`config.mk`:
```
export PLATFORM = sky130hd
export DESIGN_NAME = interval_jitter_detector_core
export DESIGN_NICKNAME = d
export VERILOG_FILES = /design/src/hdl/ijd_pkg.sv /design/src/hdl/ijd_ctrl.sv /design/src/hdl/ijd_dp.sv /design/src/hdl/interval_jitter_detector_core.sv
export SDC_FILE = /design/constraint.sdc
export NUM_CORES = 2
export LEC_CHECK = 0
export BUFFER_PORTS_ARGS = -buffer_cell sky130_fd_sc_hd__buf_2
export CORE_UTILIZATION = 30
export CTS_BUF_LIST = sky130_fd_sc_hd__clkbuf_8 sky130_fd_sc_hd__clkbuf_16
export CTS_CLUSTER_DIAMETER = 50
export DETAILED_ROUTE_END_ITERATION = 10
export GPL_ROUTABILITY_DRIVEN = 1
export PLACE_DENSITY = 0.56
export SYNTH_ARGS = -nofsm -noshare
export SYNTH_HDL_FRONTEND = slang
export SYNTH_SLANG_ARGS = --single-unit
```
`constraint.sdc`:
```
create_clock -name clk -period 13.7 [get_ports clk]
set_input_delay 0.685 -clock clk [delete_from_list [all_inputs] [get_ports clk]]
set_output_delay 0.685 -clock clk [all_outputs]
set_load 0.02 [all_outputs]
```
`src/hdl/ijd_pkg.sv`:
```
// Shared types and constants for the interval jitter detector.
// No dependencies; imported by every module of the block.
package ijd_pkg;

	localparam int WINDOW_DEPTH_DEF  = 6;
	localparam int INTERVAL_BITS_DEF = 24;

	localparam int THR_W       = 24;
	localparam int FACTOR_W    = 8;
	localparam int CFG_DATA_W  = 24;
	localparam int CFG_INDEX_W = 1;

	localparam logic [THR_W-1:0]    THR_RESET    = 24'd10;
	localparam logic [FACTOR_W-1:0] FACTOR_RESET = 8'd20;

	typedef enum logic [CFG_INDEX_W-1:0] {
		REG_STDEV_THRESHOLD = 1'b0,
		REG_OUTLIER_FACTOR  = 1'b1
	} reg_idx_t;

	typedef enum logic [3:0] {
		ST_IDLE,
		ST_DROP_SQ,
		ST_DROP,
		ST_OUT_MUL,
		ST_DECIDE,
		ST_PUSH_SQ,
		ST_PUSH,
		ST_SUM_SQ,
		ST_NT_SQ,
		ST_CMP
	} state_t;

	// one strobe per datapath step
	typedef struct packed {
		logic load;
		logic sq_old;
		logic drop;
		logic out_mul;
		logic decide;
		logic sq_new;
		logic push;
		logic sq_sum;
		logic sq_nt;
		logic result;
	} cmd_t;

	typedef struct packed {
		logic full;
		logic push_ok;
	} stat_t;

endpackage

```
`src/hdl/ijd_ctrl.sv`:
```
// Sequencer for the interval jitter detector: input/output transfer control
// and datapath step strobes. Depends on ijd_pkg.
module ijd_ctrl
	import ijd_pkg::*;
(
	input  logic  clk,
	input  logic  arst_n,
	input  logic  in_valid,
	output logic  in_stall,
	output logic  out_valid,
	input  logic  out_stall,
	input  stat_t stat,
	output cmd_t  cmd
);

	state_t state_q;
	state_t state_d;
	logic   out_valid_q;

	always_ff @(posedge clk or negedge arst_n) begin
		if (!arst_n) begin
			state_q     <= ST_IDLE;
			out_valid_q <= 1'b0;
		end else begin
			state_q <= state_d;
			if (cmd.result) begin
				out_valid_q <= 1'b1;
			end else if (!out_stall) begin
				out_valid_q <= 1'b0;
			end
		end
	end

	always_comb begin
		state_d  = state_q;
		cmd      = '0;
		in_stall = 1'b1;
		case (state_q)
			ST_IDLE: begin
				in_stall = 1'b0;
				if (in_valid) begin
					cmd.load = 1'b1;
					state_d  = stat.full ? ST_DROP_SQ : ST_OUT_MUL;
				end
			end
			ST_DROP_SQ: begin
				cmd.sq_old = 1'b1;
				state_d    = ST_DROP;
			end
			ST_DROP: begin
				cmd.drop = 1'b1;
				state_d  = ST_OUT_MUL;
			end
			ST_OUT_MUL: begin
				cmd.out_mul = 1'b1;
				state_d     = ST_DECIDE;
			end
			ST_DECIDE: begin
				cmd.decide = 1'b1;
				state_d    = stat.push_ok ? ST_PUSH_SQ : ST_SUM_SQ;
			end
			ST_PUSH_SQ: begin
				cmd.sq_new = 1'b1;
				state_d    = ST_PUSH;
			end
			ST_PUSH: begin
				cmd.push = 1'b1;
				state_d  = ST_SUM_SQ;
			end
			ST_SUM_SQ: begin
				cmd.sq_sum = 1'b1;
				state_d    = ST_NT_SQ;
			end
			ST_NT_SQ: begin
				cmd.sq_nt = 1'b1;
				state_d   = ST_CMP;
			end
			ST_CMP: begin
				// wait for a free result slot
				if (!out_valid_q || !out_stall) begin
					cmd.result = 1'b1;
					state_d    = ST_IDLE;
				end
			end
			default: begin
				state_d = ST_IDLE;
			end
		endcase
	end

	assign out_valid = out_valid_q;

endmodule

```
`src/hdl/ijd_dp.sv`:
```
// Datapath for the interval jitter detector: window, running sums, shared
// multiplier, config registers and result register. Depends on ijd_pkg.
module ijd_dp
	import ijd_pkg::*;
#(
	parameter int WINDOW_DEPTH  = WINDOW_DEPTH_DEF,
	parameter int INTERVAL_BITS = INTERVAL_BITS_DEF
) (
	input  logic                              clk,
	input  logic                              arst_n,
	input  logic                              cfg_we,
	input  logic [CFG_INDEX_W-1:0]            cfg_index,
	input  logic [CFG_DATA_W-1:0]             cfg_data,
	input  logic [31:0]                       now_ticks,
	input  cmd_t                              cmd,
	output stat_t                             stat,
	output logic                              flag,
	output logic [$clog2(WINDOW_DEPTH+1)-1:0] interval_count
);

	localparam int CW     = $clog2(WINDOW_DEPTH + 1);
	localparam int IDX_W  = $clog2(WINDOW_DEPTH);
	localparam int IB     = INTERVAL_BITS;
	localparam int SUM_W  = IB + $clog2(WINDOW_DEPTH);
	localparam int SQ_W   = 2 * IB + $clog2(WINDOW_DEPTH);
	localparam int NT_W   = THR_W + CW;
	localparam int MUL_W  = (SUM_W > NT_W) ? SUM_W : NT_W;
	localparam int PROD_W = 2 * MUL_W;
	localparam logic [32:0] INT_MAX = (33'd1 << IB) - 33'd1;

	// state with defined reset
	logic [31:0]         last_q;
	logic [CW-1:0]       fill_q;
	logic                used_q;
	logic [SUM_W-1:0]    sum_q;
	logic [SQ_W-1:0]     sumsq_q;
	logic [THR_W-1:0]    thr_q;
	logic [FACTOR_W-1:0] factor_q;

	// payload
	logic [IB-1:0]     win [WINDOW_DEPTH];
	logic [IB-1:0]     newest_q;
	logic [IB-1:0]     diff_q;
	logic              lt_nz_q;
	logic [PROD_W-1:0] prod_q;
	logic [PROD_W-1:0] lhs_q;
	logic [NT_W-1:0]   nt_q;
	logic              flag_q;
	logic [CW-1:0]     count_q;

	logic [31:0]        diff32;
	logic [IB-1:0]      diff_sat;
	logic [MUL_W-1:0]   mul_a;
	logic [MUL_W-1:0]   mul_b;
	logic [PROD_W-1:0]  prod_w;
	logic [SQ_W+CW-1:0] lhs_w;
	logic [NT_W-1:0]    nt_w;
	logic               mul_en;
	logic               push_ok;

	assign diff32   = now_ticks - last_q;
	assign diff_sat = ({1'b0, diff32} > INT_MAX) ? INT_MAX[IB-1:0] : diff32[IB-1:0];

	// one outlier skip allowed; empty window never skips
	assign push_ok = lt_nz_q &&
		!(!used_q && (fill_q != '0) && (PROD_W'(diff_q) > prod_q));

	assign stat.full    = (fill_q == CW'(WINDOW_DEPTH));
	assign stat.push_ok = push_ok;

	always_comb begin
		mul_a = '0;
		mul_b = '0;
		if (cmd.sq_old) begin
			mul_a = MUL_W'(win[0]);
			mul_b = MUL_W'(win[0]);
		end else if (cmd.out_mul) begin
			mul_a = MUL_W'(newest_q);
			mul_b = MUL_W'(factor_q);
		end else if (cmd.sq_new) begin
			mul_a = MUL_W'(diff_q);
			mul_b = MUL_W'(diff_q);
		end else if (cmd.sq_sum) begin
			mul_a = MUL_W'(sum_q);
			mul_b = MUL_W'(sum_q);
		end else if (cmd.sq_nt) begin
			mul_a = MUL_W'(nt_q);
			mul_b = MUL_W'(nt_q);
		end
	end

	assign mul_en = cmd.sq_old | cmd.out_mul | cmd.sq_new | cmd.sq_sum | cmd.sq_nt;
	assign prod_w = mul_a * mul_b;
	assign lhs_w  = sumsq_q * fill_q;
	assign nt_w   = thr_q * fill_q;

	always_ff @(posedge clk or negedge arst_n) begin
		if (!arst_n) begin
			last_q   <= '0;
			fill_q   <= '0;
			used_q   <= 1'b0;
			sum_q    <= '0;
			sumsq_q  <= '0;
			thr_q    <= THR_RESET;
			factor_q <= FACTOR_RESET;
		end else begin
			if (cfg_we) begin
				case (reg_idx_t'(cfg_index))
					REG_STDEV_THRESHOLD: thr_q    <= cfg_data[THR_W-1:0];
					REG_OUTLIER_FACTOR:  factor_q <= cfg_data[FACTOR_W-1:0];
					default: ;
				endcase
			end
			if (cmd.load) begin
				last_q <= now_ticks;
			end
			if (cmd.drop) begin
				fill_q  <= fill_q - CW'(1);
				sum_q   <= sum_q - SUM_W'(win[0]);
				sumsq_q <= sumsq_q - prod_q[SQ_W-1:0];
			end
			if (cmd.decide) begin
				if (push_ok) begin
					fill_q <= fill_q + CW'(1);
					sum_q  <= sum_q + SUM_W'(diff_q);
				end else if (lt_nz_q) begin
					used_q <= 1'b1;
				end
			end
			if (cmd.push) begin
				sumsq_q <= sumsq_q + prod_q[SQ_W-1:0];
			end
		end
	end

	always_ff @(posedge clk) begin
		if (cmd.load) begin
			diff_q  <= diff_sat;
			lt_nz_q <= (last_q != '0);
		end
		if (cmd.drop) begin
			for (int i = 0; i < WINDOW_DEPTH - 1; i++) begin
				win[i] <= win[i+1];
			end
		end
		if (cmd.decide && push_ok) begin
			win[fill_q[IDX_W-1:0]] <= diff_q;
			newest_q               <= diff_q;
		end
		if (mul_en) begin
			prod_q <= prod_w;
		end
		if (cmd.sq_sum) begin
			lhs_q <= PROD_W'(lhs_w);
			nt_q  <= nt_w;
		end
		if (cmd.sq_nt) begin
			// n*sumsq - sum^2, never negative
			lhs_q <= lhs_q - prod_q;
		end
		if (cmd.result) begin
			flag_q  <= (fill_q < CW'(2)) | (lhs_q > prod_q);
			count_q <= fill_q;
		end
	end

	assign flag           = flag_q;
	assign interval_count = count_q;

endmodule

```
`src/hdl/interval_jitter_detector_core.sv`:
```
// Top level of the interval jitter detector: sequencer plus datapath.
// Depends on ijd_pkg, ijd_ctrl and ijd_dp.
//
//  channel | dir | handshake               | payload
//  --------+-----+-------------------------+-----------------------------
//  in      | in  | in_valid  / in_stall    | now_ticks
//  out     | out | out_valid / out_stall   | flag, interval_count
//  cfg     | in  | cfg_valid / cfg_ready   | cfg_index, cfg_data
//
// After a transfer on in, the sequencer runs OUT_MUL, DECIDE, PUSH_SQ, PUSH,
// SUM_SQ, NT_SQ and CMP, and the result is loaded into the output register
// at the end of CMP. When the window is full, DROP_SQ and DROP first drop
// the oldest interval; when no interval is stored, PUSH_SQ and PUSH are
// skipped. The single shared multiplier serves the squaring and scaling
// steps. in_stall stays high until the result is loaded and is low again
// the cycle after, so a waiting result does not block the next input; the
// next result then waits in the last step until out_stall falls. Reset
// clears the window fill, sums and outlier flag and loads the register
// defaults; cfg_ready is always high.
module interval_jitter_detector_core
	import ijd_pkg::*;
#(
	parameter int WINDOW_DEPTH  = WINDOW_DEPTH_DEF,
	parameter int INTERVAL_BITS = INTERVAL_BITS_DEF
) (
	input  logic                              clk,
	input  logic                              arst_n,
	input  logic                              in_valid,
	output logic                              in_stall,
	input  logic [31:0]                       now_ticks,
	output logic                              out_valid,
	input  logic                              out_stall,
	output logic                              flag,
	output logic [$clog2(WINDOW_DEPTH+1)-1:0] interval_count,
	input  logic                              cfg_valid,
	output logic                              cfg_ready,
	input  logic [CFG_INDEX_W-1:0]            cfg_index,
	input  logic [CFG_DATA_W-1:0]             cfg_data
);

	localparam int CW = $clog2(WINDOW_DEPTH + 1);

	cmd_t  cmd;
	stat_t stat;
	logic  cfg_we;

	// registers are always writable; the block is idle by contract
	assign cfg_ready = 1'b1;
	assign cfg_we    = cfg_valid & cfg_ready;

	ijd_ctrl u_ctrl (
		.clk       (clk),
		.arst_n    (arst_n),
		.in_valid  (in_valid),
		.in_stall  (in_stall),
		.out_valid (out_valid),
		.out_stall (out_stall),
		.stat      (stat),
		.cmd       (cmd)
	);

	ijd_dp #(
		.WINDOW_DEPTH  (WINDOW_DEPTH),
		.INTERVAL_BITS (INTERVAL_BITS)
	) u_dp (
		.clk            (clk),
		.arst_n         (arst_n),
		.cfg_we         (cfg_we),
		.cfg_index      (cfg_index),
		.cfg_data       (cfg_data),
		.now_ticks      (now_ticks),
		.cmd            (cmd),
		.stat           (stat),
		.flag           (flag),
		.interval_count (interval_count)
	);

`ifndef SYNTHESIS
	// one item at a time: after an input transfer the block is busy
	a_busy_after_accept: assert property (@(posedge clk) disable iff (!arst_n)
		(in_valid && !in_stall) |=> in_stall)
		else $error("input taken while previous item in flight");

	// result register never overwritten while it is still held
	a_no_overwrite: assert property (@(posedge clk) disable iff (!arst_n)
		cmd.result |-> !(out_valid && out_stall))
		else $error("result overwritten before transfer");

	a_count_range: assert property (@(posedge clk) disable iff (!arst_n)
		out_valid |-> (interval_count <= CW'(WINDOW_DEPTH)))
		else $error("window count beyond depth");

	a_flag_short: assert property (@(posedge clk) disable iff (!arst_n)
		(out_valid && (interval_count < CW'(2))) |-> flag)
		else $error("flag low with fewer than two intervals");
`endif

endmodule
```
Word level (Yosys, flattened, before mapping):

Memory sizes are Yosys's and may differ from the RTL's.
Cells that the tools add are included.
Widths: inputs -> output; s select.

* register bits: 339
* bits in writable memories: 144
* bits of input ports: 62
* output and inout port bits: 7
* word-level logic and storage cells: 116
* memories: 1

Memory list
* u_dp.win: depth 6, bits a word 24, read ports 6, clocked after Yosys merged registers in 0, wr ports 5, line ijd_dp.sv:41 `logic [IB-1:0] win [WINDOW_DEPTH];`

* $add $sub $neg: 8
* $mul: 3
* $lt $le $gt $ge: 4
* eq/ne operators: 13
* multiplexer cells: 44
* bitwise logic cells: 7
* reductions and logical operators: 19

Operator list (count)
* $mux 27: 10
* $mux 54: 2
* $mux 51: 2
* $gt 24x54->1: 1
* $gt 54x54->1: 1
* $mul 27x27->54: 1
* $mul 51x3->54: 1
* $sub 54x54->54: 1
* $add 51x51->51: 1
* $sub 51x51->51: 1
* $pmux 4 s10: 1
* $gt 32x24->1 const B: 1
* $reduce_bool 32->1: 1
* $sub 32x32->32: 1
* $add 27x24->27: 1
* $mul 24x3->27: 1
* $sub 27x24->27: 1
* $mux 24: 1
* $reduce_or 24->1: 1
* $mux 1: 20
* $eq 4x3->1 const B: 4
* $mux 3: 4
* $eq 4x2->1 const B: 2
* $eq 4x4->1 const B: 2
* other kinds (19): 36

Depth between registers and ports, before layout:

* depth in word-level cells: 10
* depth in mapped cells: 39
* mapped depth without buffers: 35

By module:

A second synthesis with hierarchy kept.

* cell total of the unflattened synthesis: 6722
* area, all modules: 60138.9 µm²

By module, submodules not included
* ijd_dp: instances 1, cells each 6678, area an instance 59769.8 µm², sequential area each 13628.1 µm²
* ijd_ctrl: instances 1, cells each 42, area an instance 357.8 µm², sequential area each 125.1 µm²
* interval_jitter_detector_core: instances 1, cells each 2, area an instance 11.3 µm², sequential area each 0.0 µm²

Least setup slack after synthesis:

Ideal clock, no wire load.

* kind: register to register
* from: reg u_ctrl.state_q[0]
* to: reg u_dp.prod_q[53], data pin
* library setup time: 0.264 ns
* arrival time: 9.504 ns
* required time: 13.436 ns
* setup slack: 3.933 ns
* cell stages (with the launch flop): 37
* path buffers: 4
* period minus slack after synthesis: 9.767 ns
* cells stage by stage: dfrtp_1 -> clkbuf_1 -> nand2_1 -> nor2_1 -> clkbuf_1 -> buf_1 -> a22oi_1 -> nand2_1 -> clkinv_1 -> nand2_1 -> clkbuf_1 -> nand2_1 -> fa_1 -> inv_1 -> fa_1 -> inv_1 -> fa_1 -> inv_1 -> fa_1 -> fa_1 -> fa_1 -> inv_1 -> fa_1 -> inv_1 -> ha_1 -> a21oi_1 -> o21bai_1 -> a21oi_1 -> o21ai_0 -> a21o_1 -> a221o_1 -> o21ai_0 -> a31oi_1 -> a31oi_1 -> o21ai_1 -> a221oi_1 -> xnor2_1

* longest elaborated chain between the ends: 8
* elaborated cells between the ends (all ways): 18
* classes of those cells: mul: 1; eq/ne: 5; mux: 12

RTL lines
* from (decl): line ijd_ctrl.sv:16 `state_t state_q;`
* from (signal assigned): line ijd_ctrl.sv:25 `state_q <= state_d;`
* $eq 4x4->1: line ijd_ctrl.sv:38 `case (state_q)`
* $mux 1: line ijd_ctrl.sv:38
* $mux 27: line ijd_dp.sv:86 `end else if (cmd.sq_nt) begin`
* $mux 27: line ijd_dp.sv:83 `end else if (cmd.sq_sum) begin`
* $mux 27: line ijd_dp.sv:80 `end else if (cmd.sq_new) begin`
* $mux 27: line ijd_dp.sv:77 `end else if (cmd.out_mul) begin`
* $mux 27: line ijd_dp.sv:74 `if (cmd.sq_old) begin`
* $mul 27x27->54 *: line ijd_dp.sv:93 `assign prod_w = mul_a * mul_b;`
* via u_dp.prod_w[53]: line ijd_dp.sv:55 `logic [PROD_W-1:0] prod_w;`
* to (signal assigned): line ijd_dp.sv:151 `prod_q <= prod_w;`
* to (decl): line ijd_dp.sv:45 `logic [PROD_W-1:0] prod_q;`

Mark *: on every way through the listed nets, which the timed path passes. The rest lies on a longest branch.
A chain may end at the register's enable or synchronous reset.

Worst setup path after layout:

* from: reg u_ctrl.state_q[2]
* to: reg u_dp.prod_q[50], data pin

Same word-level chain as after synthesis.

==> flow_summary_export.csv <==
group,metric,value,unit
detailed_routing,wire_per_inst,20.13,um
logic_synthesis,synth_top_area_share,23.55,%
final_layout,nNetsFinal,7880,
sta,worst_slack,2.379,ns
sta,worstMarginPinSlew,1.239,ns
detailed_routing,drc,0,
sta,clock_skew,0.06407,ns
critical_path,worstRegToRegCells,32,
final_layout,final-seq-area,13760,um^2
floorplan,die_x,447.1,um
global_route,antenna_found_initial,6,
final_layout,syn2layout_area_growth,10.28,%
floorplan,die_area,199900,um^2
sta,hold_viol_final,0,
detailed_routing,vias,47150,
logic_synthesis,yosys.area.top_type,"fa_1",
global_route,grt_pass1_vias,47500,
critical_path,cp_common_cell,"fa_1",
critical_path,cp.required,14.08,ns
critical_path,critPathLaunchType,"flip-flop",
detailed_routing,dr.pass1.iters,5,
floorplan,rows,162,
detailed_routing,ant_nets,0,
logic_synthesis,yosysUniqueCellTypes,95,
clock_network,clk_pin_slew,0.06,ns
floorplan,initial_core_util,30.35,%
sta,setup_viol,0,
clock_network,numCtsBuffers,74,
global_route,grt_pass1_wl,287800,um
logic_synthesis,synth-main-ff-cell,"edfxtp_1",
worst_hold_path,min_path_type,"primary input to flip-flop",
sta,setup_tns,0,ns
detailed_routing,drtIter0Drc,3986,
critical_path,crit_fanout,27,
sta,holdWs,0.2469,ns
placement,place.gp.congestion,1.003,
global_route,grt_remaining_overflow,0,
clock_network,cts_buffer_depth,3,
clock_network,clockRootBuffer,"clkbuf_16",
worst_hold_path,min_path_cells,3,
sta,rsz0062_at_grt,"false",
detailed_routing,wirelength,187800,um
critical_path,max_stage_delay,1.08,ns
critical_path,endpoint_kind,"flip-flop",
logic_synthesis,netlist_top_cells_area,"fa_1 (24%), edfxtp_1 (17%), ha_1 (10%), inv_1 (7.3%), nand2_1 (6.2%)",
clock_network,cts.sinks,483,
logic_synthesis,syn-cell-area,59430,um^2
final_layout,stdcell_count,9326,
sta,period_share,82.63,%
logic_synthesis,yosysSeqAreaShare,23.14,%
sta,slew_headroom,16.81,%
critical_path,rrSetupSlack,2.38,ns
logic_synthesis,synth_edf_count,332,
logic_synthesis,avgSynthCellArea,8.950,um^2
global_route,grt_max_degree,98,
floorplan,core_area,195800,um^2
logic_synthesis,yosysWarnings,0,
job,drv_cap,0,
final_layout,fill_cells,20560,
floorplan,die_h,447.1,um
logic_synthesis,yosysMostFrequentCell,"inv_1",
sta,period_needed,11.32,ns
sta,fmax,88.33,MHz
clock_network,h-tree-depth,3,
placement,dp.cells,9186,
clock_network,cts_tree,"built",
floorplan,io_pins,69,
placement,dpl.hpwl,149000,um
logic_synthesis,ys_ff_latch,483,
sta,slew_violations,0,
logic_synthesis,syn_inst,6640,
detailed_routing,viasPerCell,5.055,
final_layout,drive_gt1_share,7.745,%
critical_path,cpMaxStageDelayCell,"nand2_1",
placement,io_buffers,67,
logic_synthesis,async_reset_ff_share,31.26,%
clock_network,clk_latency,0.67,ns
placement,dpl_worst_slack,2.542,ns
critical_path,cp.arrival,11.70,ns
final_layout,multi_input_area,40390,um^2
global_route,grt_use_total,18.81,%
run_status,status,"complete, no violations",
critical_path,worstSetupPathType,"flip-flop to flip-flop",
logic_synthesis,synthesis.nets,7881,
logic_synthesis,synth_commonest_cells,"inv_1 (1162), nand2_1 (984), fa_1 (699), ha_1 (480), nor2_1 (423)",
==> final timing paths <==
kind / startpoint / endpoint
min in group asynchronous: arst_n / u_dp.sum_q[20]
min: now_ticks[3] / u_dp.last_q[3]
max in group asynchronous: arst_n / u_dp.sumsq_q[26]
min reg2reg: u_dp.sum_q[26] / u_dp.sum_q[26]
max reg2reg: u_ctrl.state_q[2] / u_dp.prod_q[50]
max: u_ctrl.state_q[2] / u_dp.prod_q[50]
==> per-layer routing <==
metal | global-route usage [%] | wire, um | vias up
met5 | 0 | 41 | -
met2 | 30.94 | 87550 | 1506
met3 | 2.651 | 11960 | 302
met1 | 25.29 | 81270 | 23640
met4 | 6.159 | 6934 | 6
li1 | - | - | 21700
==> worst max-delay path: cells and delay by family (launching register included) <==
kind,cells,cell delay [ns]
fa+ha+maj,8,3.94
xor+xnor,1,0.17
compound gates,9,2.17
buf+inv,6,0.89
simple gates,8,3.18
flops,1,0.61
==> state kept, by name (all words and copies together) (netlist names) <==
name / cells
u_dp.fill_q: 3
u_ctrl.state_q: 4
u_dp.used_q: 1
u_dp.sum_q: 27
u_dp.prod_q: 54
u_dp.flag: 1
u_dp.nt_q: 27
u_dp.lhs_q: 54
u_dp.thr_q: 24
u_dp.sumsq_q: 51
u_dp.last_q: 32
u_dp.factor_q: 8
u_dp.newest_q: 24
u_dp.interval_count: 3
u_dp.diff_q: 24
u_dp.win: 144
u_dp.lt_nz_q: 1
u_ctrl.out_valid: 1
==> cells in the final DEF (no fill, tap or decap), types with 111 or more instances in the layout <==
master | synthesis | routed
a21o_1 | 209 | 209
nand2_1 | 984 | 981
xnor2_1 | 211 | 211
inv_1 | 1162 | 1171
ha_1 | 480 | 480
a21oi_1 | 347 | 345
fa_1 | 699 | 699
edfxtp_1 | 332 | 332
dfrtp_1 | 147 | 144
o21ai_0 | 272 | 272
mux2_2 | 148 | 148
xor2_1 | 111 | 111
nor2_1 | 423 | 417
==> area by class of cell <==
type	count	share of cell area, %
clock inverters	61	0.9623
well taps	2624	5.010
diodes	1	0.003818
repair buffers	177	1.785
clock buffers	77	2.906
multi-input cells	4733	61.63
flip-flops and latches	483	21.00
inverters	1170	6.701
==> timing repair <==
action                    4_1_cts  5_1_grt
setup buffers                   0        0
hold buffers                    1        0
hold endpoints to repair       42        0
gates resized for setup         0        0
==> per-stage QoR <==
stage | util [%] | area, um^2
detailed placement | 32.17 | 62990
CTS | 33.47 | 65530
floorplan | - | 59430
global route | 33.47 | 65530
finish | 33.47 | 65530
global placement | 32.17 | 62990
==> cells by family (layout without fill, tap and decap cells) <==
family | count (synthesis) | count (layout) | synth area share, %
AOI/OAI and AO/OA | 1230 | 1230 | 13.09
xor gates and xnor gates | 322 | 322 | 4.746
adders and majority gates | 1179 | 1179 | 33.65
buffers and inverters | 1424 | 1485 | 9.047
DFF | 483 | 483 | 23.14
muxes | 151 | 151 | 2.855
other | 1 | 2 | 0.006310
and+or+nand+nor | 1850 | 1850 | 13.46
Power is left out: the tool's default activity adds up to more than one toggle a clock period on the data nets, which glitch-free logic cannot reach.
